<file path="config.mk">
export PLATFORM = sky130hd
export DESIGN_NAME = bubble_sort_early_exit_core
export DESIGN_NICKNAME = d
export VERILOG_FILES = /design/src/rtl/core/bse_pkg.sv /design/src/rtl/core/bubble_sort_early_exit_core.sv /design/src/rtl/core/bse_ram.sv
export SDC_FILE = /design/constraint.sdc
export NUM_CORES = 2
export LEC_CHECK = 0
export ABC_AREA = 1
export BUFFER_PORTS_ARGS = -buffer_cell sky130_fd_sc_hd__buf_2
export CAP_MARGIN = 40
export CORE_MARGIN = 2
export CORE_UTILIZATION = 30
export CTS_CLUSTER_SIZE = 8
export DETAILED_ROUTE_END_ITERATION = 8
export PLACE_DENSITY_LB_ADDON = 0.05
export SLEW_MARGIN = 25
export SYNTH_ARGS = -nofsm -noshare
export SYNTH_HDL_FRONTEND = slang
export SYNTH_SLANG_ARGS = --single-unit
</file>
<file path="constraint.sdc">
create_clock -name clk -period 6.1 [get_ports clk]
set_clock_uncertainty 0.2 [all_clocks]
set_input_delay 0.61 -clock clk [delete_from_list [all_inputs] [get_ports clk]]
set_output_delay 0.61 -clock clk [all_outputs]
set_load 0.02 [all_outputs]
</file>
<file path="src/rtl/core/bse_pkg.sv">
// shared constants for the early-exit bubble sort core
`default_nettype none
package bse_pkg;
	localparam int MAX_ITEMS = 64;
	localparam int DATA_W    = 32;
	localparam int ADDR_W    = $clog2(MAX_ITEMS);
	localparam int CNT_W     = $clog2(MAX_ITEMS + 1);

	typedef logic [DATA_W-1:0] data_t;
	typedef logic [ADDR_W-1:0] addr_t;
	typedef logic [CNT_W-1:0]  cnt_t;

	typedef enum logic [3:0] {
		ST_LOAD  = 4'b0001,
		ST_SCAN  = 4'b0010,
		ST_FLUSH = 4'b0100,
		ST_EMIT  = 4'b1000
	} state_t;
endpackage
`default_nettype wire

</file>
<file path="src/rtl/core/bubble_sort_early_exit_core.sv">
// streaming bubble sort core with early exit, one shared compare unit
//
// channel  signals                                   direction
// in       in_valid in_ready value last              into the core
// out      out_valid out_ready sorted_value          out of the core
//          last_out overflow
//
// loading takes one cycle per transaction; in_ready is high only while loading.
// a set of n elements sorts in passes over the first len elements, len = n, n-1, ...,
// stopping after the first pass without a swap or once fewer than two remain.
// each pass streams the element store through one read port and one write port,
// carrying the running maximum in a register against one signed comparator.
// one result read is in flight at a time; a stalled out_ready holds the sequencer.
// reset clears the counters and the sequencer; the element store is not cleared.
`default_nettype none
module bubble_sort_early_exit_core (
	input  wire logic                  clk,
	input  wire logic                  arst_n,
	input  wire logic                  in_valid,
	output logic                       in_ready,
	input  wire logic signed [bse_pkg::DATA_W-1:0] value,
	input  wire logic                  last,
	output logic                       out_valid,
	input  wire logic                  out_ready,
	output logic signed [bse_pkg::DATA_W-1:0] sorted_value,
	output logic                       last_out,
	output logic                       overflow
);
	import bse_pkg::*;

	state_t state_q;
	cnt_t   cnt_q;
	logic   drop_q;
	cnt_t   len_q;
	cnt_t   rd_idx_q;
	logic   swap_q;
	data_t  held_q;
	logic   rv_s1;
	addr_t  idx_s1;
	cnt_t   e_q;
	logic   rpend_q;
	logic   elast_s1;
	logic   ovalid_q;
	data_t  odata_q;
	logic   olast_q;
	logic   oovf_q;

	logic   ram_we;
	addr_t  ram_waddr;
	data_t  ram_wdata;
	addr_t  ram_raddr;
	data_t  ram_rdata;

	logic   in_acc;
	logic   full;
	cnt_t   n_next;
	logic   scan_issue;
	logic   emit_issue;
	logic   gt;
	logic   scan_end;
	cnt_t   len_dec;

	assign in_ready   = (state_q == ST_LOAD);
	assign in_acc     = in_valid && in_ready;
	assign full       = (cnt_q == CNT_W'(MAX_ITEMS));
	assign n_next     = full ? cnt_q : cnt_q + CNT_W'(1);
	assign len_dec    = len_q - CNT_W'(1);
	assign scan_issue = (state_q == ST_SCAN) && (rd_idx_q < len_q);
	assign emit_issue = (state_q == ST_EMIT) && (e_q < cnt_q) && !rpend_q
		&& (!ovalid_q || out_ready);
	// held value is the running maximum of the pass
	assign gt         = $signed(held_q) > $signed(ram_rdata);
	assign scan_end   = rv_s1 && ({1'b0, idx_s1} == len_dec);

	always_comb begin
		ram_we    = 1'b0;
		ram_waddr = cnt_q[ADDR_W-1:0];
		ram_wdata = value;
		case (state_q)
			ST_LOAD: begin
				ram_we = in_acc && !full;
			end
			ST_SCAN: begin
				ram_we    = rv_s1 && (idx_s1 != '0);
				ram_waddr = idx_s1 - ADDR_W'(1);
				ram_wdata = gt ? ram_rdata : held_q;
			end
			ST_FLUSH: begin
				ram_we    = 1'b1;
				ram_waddr = len_dec[ADDR_W-1:0];
				ram_wdata = held_q;
			end
			default: begin
				ram_we = 1'b0;
			end
		endcase
	end

	assign ram_raddr = (state_q == ST_EMIT) ? e_q[ADDR_W-1:0] : rd_idx_q[ADDR_W-1:0];

	bse_ram #(
		.WIDTH(DATA_W),
		.DEPTH(MAX_ITEMS)
	) u_store (
		.clk  (clk),
		.we   (ram_we),
		.waddr(ram_waddr),
		.wdata(ram_wdata),
		.raddr(ram_raddr),
		.rdata(ram_rdata)
	);

	always_ff @(posedge clk or negedge arst_n) begin
		if (!arst_n) begin
			state_q  <= ST_LOAD;
			cnt_q    <= '0;
			drop_q   <= 1'b0;
			len_q    <= '0;
			rd_idx_q <= '0;
			swap_q   <= 1'b0;
			rv_s1    <= 1'b0;
			e_q      <= '0;
			rpend_q  <= 1'b0;
			ovalid_q <= 1'b0;
		end else begin
			rv_s1   <= scan_issue;
			rpend_q <= emit_issue;
			if (scan_issue) begin
				rd_idx_q <= rd_idx_q + CNT_W'(1);
			end
			if (emit_issue) begin
				e_q <= e_q + CNT_W'(1);
			end
			if (rpend_q) begin
				ovalid_q <= 1'b1;
			end else if (out_ready) begin
				ovalid_q <= 1'b0;
			end
			case (state_q)
				ST_LOAD: begin
					if (in_acc) begin
						cnt_q  <= n_next;
						drop_q <= drop_q | full;
						if (last) begin
							len_q    <= n_next;
							rd_idx_q <= '0;
							swap_q   <= 1'b0;
							e_q      <= '0;
							state_q  <= (n_next >= CNT_W'(2)) ? ST_SCAN : ST_EMIT;
						end
					end
				end
				ST_SCAN: begin
					if (rv_s1 && (idx_s1 != '0) && gt) begin
						swap_q <= 1'b1;
					end
					if (scan_end) begin
						state_q <= ST_FLUSH;
					end
				end
				ST_FLUSH: begin
					len_q    <= len_dec;
					rd_idx_q <= '0;
					swap_q   <= 1'b0;
					if (!swap_q || (len_dec < CNT_W'(2))) begin
						state_q <= ST_EMIT;
					end else begin
						state_q <= ST_SCAN;
					end
				end
				ST_EMIT: begin
					if (rpend_q && elast_s1) begin
						cnt_q   <= '0;
						drop_q  <= 1'b0;
						state_q <= ST_LOAD;
					end
				end
				default: begin
					state_q <= ST_LOAD;
				end
			endcase
		end
	end

	always_ff @(posedge clk) begin
		idx_s1   <= rd_idx_q[ADDR_W-1:0];
		elast_s1 <= (e_q == cnt_q - CNT_W'(1));
		if (rv_s1) begin
			if (idx_s1 == '0) begin
				held_q <= ram_rdata;
			end else if (!gt) begin
				held_q <= ram_rdata;
			end
		end
		if (rpend_q) begin
			odata_q <= ram_rdata;
			olast_q <= elast_s1;
			oovf_q  <= drop_q;
		end
	end

	assign out_valid    = ovalid_q;
	assign sorted_value = odata_q;
	assign last_out     = olast_q;
	assign overflow     = oovf_q;
endmodule
`default_nettype wire

</file>
<file path="src/rtl/core/bse_ram.sv">
// generic simple dual-port ram with registered read
`default_nettype none
module bse_ram #(
	parameter int WIDTH = 32,
	parameter int DEPTH = 64
) (
	input  wire logic                     clk,
	input  wire logic                     we,
	input  wire logic [$clog2(DEPTH)-1:0] waddr,
	input  wire logic [WIDTH-1:0]         wdata,
	input  wire logic [$clog2(DEPTH)-1:0] raddr,
	output logic      [WIDTH-1:0]         rdata
);
	logic [WIDTH-1:0] mem_q [DEPTH];

	always_ff @(posedge clk) begin
		if (we) begin
			mem_q[waddr] <= wdata;
		end
		rdata <= mem_q[raddr];
	end
endmodule
`default_nettype wire
</file>
**Word-level counts from Yosys, hierarchy flattened**

Memories as Yosys holds them, arrays and structs flattened. A register that Yosys moved wholly into a read port is not among the register bits.
Cells that the tools add are included.

- Bits in registers: 110
- Memory bits (writable): 2048
- Bits of input ports: 37
- Output and inout port bits: 36
- Word-level logic and storage cells: 109
- Memories: 1

Memories:

| name | words | bits a word | read ports | clocked after Yosys merged registers in | write ports | RTL line | text |
|---|---|---|---|---|---|---|---|
| u_store.mem_q | 64 | 32 | 1 | 1 | 1 | bse_ram.sv:14 | `logic [WIDTH-1:0] mem_q [DEPTH];` |

- Add/sub/neg operators: 6
- $lt $le $gt $ge: 5
- Equality and inequality tests: 13
- Mux-type cells: 40
- Bitwise operators: 1
- Reductions and logical operators: 27

Operator list:

| operator | number |
|---|---|
| $mux W32 | 3 |
| $mux W7 | 12 |
| $pmux W32 S2 | 1 |
| $pmux W7 S2 | 3 |
| $gt A32 B32 Y1 | 1 |
| $mux W4 | 6 |
| $add A7 B1 Y7 const B | 3 |
| $pmux W4 S4 | 1 |
| $lt A7 B7 Y1 | 2 |
| $sub A7 B1 Y7 const B | 2 |
| $pmux W6 S2 | 1 |
| $logic_and A1 B1 Y1 | 10 |
| $ne A2 B1 Y1 const B | 5 |
| $mux W1 | 9 |
| $reduce_and A4 Y1 | 2 |
| $eq A6 B7 Y1 | 1 |
| $eq A7 B7 Y1 | 1 |
| $eq A7 B7 Y1 const B | 1 |
| $ge A7 B2 Y1 const B | 1 |
| $lt A7 B2 Y1 const B | 1 |
| $logic_not A6 Y1 | 1 |
| $mux W6 | 1 |
| $pmux W1 S3 | 2 |
| $reduce_and A3 Y1 | 2 |
| 14 further kinds | 20 |

**Depth between registers and ports, before layout**

- Depth after elaboration: 8
- Mapped depth: 19
- Gate-level depth less buffers: 18

**Hierarchy**

From an unflattened synthesis, not the netlist that was laid out.

- Cell total of the unflattened synthesis: 7643
- Area, all modules: 89857.4 µm²

By module, submodules not included:

| module | times used | cells an instance | area each (µm²) | sequential area each (µm²) |
|---|---|---|---|---|
| bse_ram | 1 | 6769 | 82738.1 | 62139.6 |
| bubble_sort_early_exit_core | 1 | 874 | 7119.3 | 3049.2 |

**Worst setup path before layout**

Ideal clock, no wire load.

- Path type: register to register
- From: reg state_q[0]
- To: mem u_store.mem_q[22][0], enable pin
- Setup time: 0.421 ns
- Data arrival time: 3.269 ns
- Required time: 5.479 ns
- Slack: 2.210 ns
- Cell stages (with the launch flop): 11
- Buffers on the path: 0
- Period minus slack after synthesis: 3.890 ns
- Path through: dfstp_2 inv_1 nor4_4 inv_1 nor2_1 a21oi_1 o21ai_0 nand2_1 inv_1 nand2_1 nor2_1

- Word-level cells in the longest chain between the ends: 6
- Elaborated cells on any way between the ends: 9
- Those cells by class: eq/ne: 3; mux: 4; reduce/logical: 2

RTL lines:

| element | RTL line | text |
|---|---|---|
| start, declared | bubble_sort_early_exit_core.sv:31 | `state_t state_q;` |
| start signal, assigned | bubble_sort_early_exit_core.sv:149 | `state_q <= (n_next >= CNT_W'(2)) ? ST_SCAN : ST_EMIT;` |
| $eq A4 B1 Y1 * | bubble_sort_early_exit_core.sv:63 | `assign in_ready = (state_q == ST_LOAD);` |
| net in_ready | bubble_sort_early_exit_core.sv:20 | `output logic in_ready,` |
| $logic_and A1 B1 Y1 | bubble_sort_early_exit_core.sv:64 | `assign in_acc = in_valid && in_ready;` |
| $logic_and A1 B1 Y1 | bubble_sort_early_exit_core.sv:81 | `ram_we = in_acc && !full;` |
| $pmux W1 S3 * | bubble_sort_early_exit_core.sv:79 | `case (state_q)` |
| $mux W1 * | bse_ram.sv:17 | `if (we) begin` |
| $mux W1 (not written as such) * | bse_ram.sv:18 | `mem_q[waddr] <= wdata;` |
| end, declared | bse_ram.sv:14 |  |

The timed path passes the listed nets; every way through them passes the cells marked *.

**Worst setup path in the final report**

- From: reg state_q[0]
- To: reg u_store.rdata[22] (read register of u_store.mem_q)

- Word-level cells in the longest chain between the ends: 2

RTL lines:

| element | RTL line | text |
|---|---|---|
| $eq A4 B4 Y1 | bubble_sort_early_exit_core.sv:99 | `assign ram_raddr = (state_q == ST_EMIT) ? e_q[ADDR_W-1:0] : rd_idx_q[ADDR_W-1:0];` |
| $mux W6 | bubble_sort_early_exit_core.sv:99 |  |
| end, declared | bse_ram.sv:12 | `output logic [WIDTH-1:0] rdata` |

Every way passes these cells.
A chain may end at the register's enable or synchronous reset.

==> impl_metrics.csv <==
group,metric,value,unit
sta,slew_headroom,0.423,
sta,slew_viol_final,0,
synth,yosysUniqueCellTypes,42,
synth,yosysTopAreaCellShare,0.685,
synth,async_flop_share,0.0169,
detailed_routing,ant_nets,0,
detailed_routing,via_per_inst,4.81,
sta,finalCritPeriodShare,0.770,
synth,seq_area_frac_synth,0.704,
synth,muxShareOfSynthArea,0,
power_and_ir_drop,p_per_area,468,nW/um2
final_layout,nets,8714,
die,die_area,313000,um2
detailed_routing,wl_per_cell,26.1,um
die,die_h,560,um
final_layout,drive_above_1_share,0.0965,
critical_path,slowest_stage,"nand3_1",
critical_path,crit_arrival,5.14,ns
sta,tightest_slew,0.863,ns
global_route,grt_overflow_total,0,
synth,yosys_register_bits,2190,
job,drv_cap,0,
critical_path,worstSetupEndpointType,"flip-flop",
synth,synth_edf_count,2114,
synth,synth_area,92600,um2
detailed_routing,dr.first_iter.drc_count,5145,
power_and_ir_drop,p_leak,41.3,nW
detailed_routing,drt_pass1_iterations,6,
hold_path,hold_class,"in2reg",
die,start_util,0.301,
detailed_routing,drc,0,
clocking,cts_made_buffers,313,
critical_path,max_stage_delay,0.67,ns
power_and_ir_drop,vdd_drop_max,0.000210,V
power_and_ir_drop,switching_share,0.365,
global_route,grt_pass1_vias,61000,
clocking,cts_max_path_buffers,4,
detailed_routing,via_count,61700,
global_route,antenna_found_initial,26,
critical_path,critPathRequiredTime,6.55,ns
clocking,cts_max_level,5,
critical_path,critical_path.endpoint,"u_store.rdata[22]$_DFF_P_",
placed_design,gp_congestion,0.810,
final_layout,nFillCells,30500,
placed_design,io_buffer_count,72,
sta,hold_viol_final,0,
synth,yosys.area_share.simple,0.211,
critical_path,r2r-start,"state_q[0]$_DFFE_PN1P_",
placed_design,dp_hpwl,193,mm
clocking,root_buffer,"clkbuf_16",
critical_path,critPathLaunch,"state_q[0]$_DFFE_PN1P_",
final_layout,area_delta_synth_final,16.8,%
synth,yosysWarnings,0,
power_and_ir_drop,comb_power_share,0.301,
critical_path,cp-start-kind,"flip-flop",
global_route,track_usage,0.210,
synth,yosysTopAreaCell,"edfxtp_1",
critical_path,r2r_cells,13,
global_route,grt_pass1_wl,473,mm
final_layout,final_util,0.351,
power_and_ir_drop,seq_power_share,0.385,
synth,synth_top_family_by_area,"simple AND/OR/NAND/NOR gates",
sta,tns,0,ns
final_layout,final_cell_mix,"nand2_1 (3,468), edfxtp_1 (2,114), nand3_1 (1,099)",
synth,syn_inst,8423,
die,core-area,308000,um2
power_and_ir_drop,p_sw,18.5,mW
critical_path,worstSetupPathType,"reg2reg",
sta,max_freq,0.213,GHz
synth,synth_compound_area_frac,0.0279,
critical_path,rr_endpoint,"u_store.rdata[22]$_DFF_P_",
status,status,"finished clean",
power_and_ir_drop,clockPowerShare,0.314,
die,fp.dieW,560,um
sta,post-route-min-period,4.69,ns
die,rows,204,
power_and_ir_drop,p_int,32.1,mW
synth,syn_nets,8513,
global_route,grt_start_max_net_pins,131,
clocking,cts_tree,"built",
critical_path,rrSetupSlack,1.41,ns
detailed_routing,routed_wl,335,mm
die,ios,73,
synth,syn_avg_cell_area,11.0,um2
clocking,clock_latency,0.89,ns
sta,setup_viol,0,
final_layout,multi_input_area,23600,um2
synth,synthAdderAreaFrac,0.00716,
clocking,cts.sinks,2190,
synth,synthXorXnorAreaFrac,0.00208,
synth,synthFlopType,"edfxtp_1",
critical_path,critical_path.most_common_cell,"nand3_1",
critical_path,cp_max_fo,63,
final_layout,final-seq-area,65200,um2
final_layout,final_common_cell,"nand2_1",
critical_path,crit_chain,"nor2_4 -> nand2_4 -> nand2_1 -> nand2_8 -> buf_12 -> buf_4 -> nand2_1 -> nand3_1 -> nand3_1 -> nand3_1 -> nand3_1 -> nand3_1 -> nand2_1",
synth,synthTopCellsByArea,"edfxtp_1 (69%), nand2_1 (14%), nand3_1 (5.9%)",
clocking,clkTransAtPathRegs,0.05,ns
sta,rsz0062_at_grt,"false",
## how the worst min path moves through the flow
stage	from	end	slack, ns	cells past startpoint
floorplan	arst_n	cnt_q[0]$_DFFE_PN0P_	0.11	0
global placement	u_store.rdata[23]$_DFF_P_	sorted_value[23]$_DFFE_PP_	0.24	0
detailed placement	u_store.rdata[9]$_DFF_P_	held_q[9]$_DFFE_PP_	0.24	0
CTS	in_valid	cnt_q[6]$_DFFE_PN0P_	0.02	5
global route	in_valid	e_q[6]$_DFF_PN0_	0.1	4
finish	in_valid	cnt_q[6]$_DFFE_PN0P_	0.11	5
## power groups by stage
stage | Clock, mW | Combinational, mW | Sequential [mW]
floorplan | 0 | 7.82 | 19.8
global placement | 0 | 15.1 | 19.8
detailed placement | 0 | 15.5 | 19.8
CTS | 16.4 | 15.5 | 19.5
global route | 16.9 | 16.7 | 19.5
finish | 15.9 | 15.2 | 19.5
## sequential cells by signal, summed over array words and instances, names as in the netlist
name	cells
swap_q	1
rv_s1	1
elast_s1	1
held_q	32
rd_idx_q	7
rpend_q	1
state_q	4
len_q	7
u_store.mem_q	2048
overflow	1
last_out	1
idx_s1	6
cnt_q	7
u_store.rdata	32
e_q	7
out_valid	1
sorted_value	32
drop_q	1
## per-layer routing
layer / up-vias / global-route usage / routed length [um]
met5: - / 0 / 0
met4: 0 / 0.0655 / 10400
met3: 450 / 0.0263 / 14800
li1: 28900 / - / -
met1: 30900 / 0.294 / 155000
met2: 1385 / 0.338 / 154000
## per-stage QoR
stage          setup WS, ns  area [um2]  hold WS, ns  power (mW)  std cells
3_5_place_dp           1.39       99500        0.243        35.3      12400
5_1_grt                1.27      108000       0.0974        53.1      12800
6_report               1.41      108000        0.108        50.6      12800
2_1_floorplan          2.21       92600        0.114        27.6       8423
3_3_place_gp           1.21       98800        0.244        34.9      12400
4_1_cts                1.37      108000       0.0156        51.4      12800
## synth_stat cells, types with 4 or more instances
master    instances
nand2_1        3501
edfxtp_1       2114
nand3_1        1099
inv_1           529
buf_2           383
o211ai_1        213
nor2_1          120
o21ai_0          68
ha_1             53
nand4_1          46
clkbuf_1         40
dfxtp_1          39
a21oi_1          36
dfrtp_1          36
buf_6            21
buf_1            17
o211ai_2         17
xor2_1           15
buf_4            10
nand2_2           8
o22ai_1           8
xnor2_1           7
nor3_1            5
inv_2             4
o21a_1            4
## worst max-delay path, delay by kind of cell (launching register included)
family	cells	cell delay [ns]
buffers and inverters	2	0.81
DFF	1	0.55
and+or+nand+nor	11	2.67
## area by class of cell
| class | count | area share |
|---|---|---|
| flip-flops and latches | 2190 | 0.603 |
| multi-input cells | 5228 | 0.219 |
| clock buffers | 360 | 0.0766 |
| well taps | 4120 | 0.0477 |
| repair buffers | 357 | 0.0338 |
| inverters | 534 | 0.0187 |
| clock inverters | 13 | 0.00185 |
| diodes | 6 | 0.000139 |
## repair_timing
item | CTS | global route
hold buffers | 5 | 0
gates resized for setup | 0 | 0
buffers inserted | 0 | 0
hold endpoints to repair | 40 | 0
## cell families after synthesis
family,count (synthesis)
AND/OR/NAND/NOR,4788
XOR/XNOR,22
buffers and inverters,1005
adder cells (fa/ha/maj),53
flip-flops,2190
AO/OA/AOI/OAI,365
Note: power is estimated with default switching activity, not from simulation.
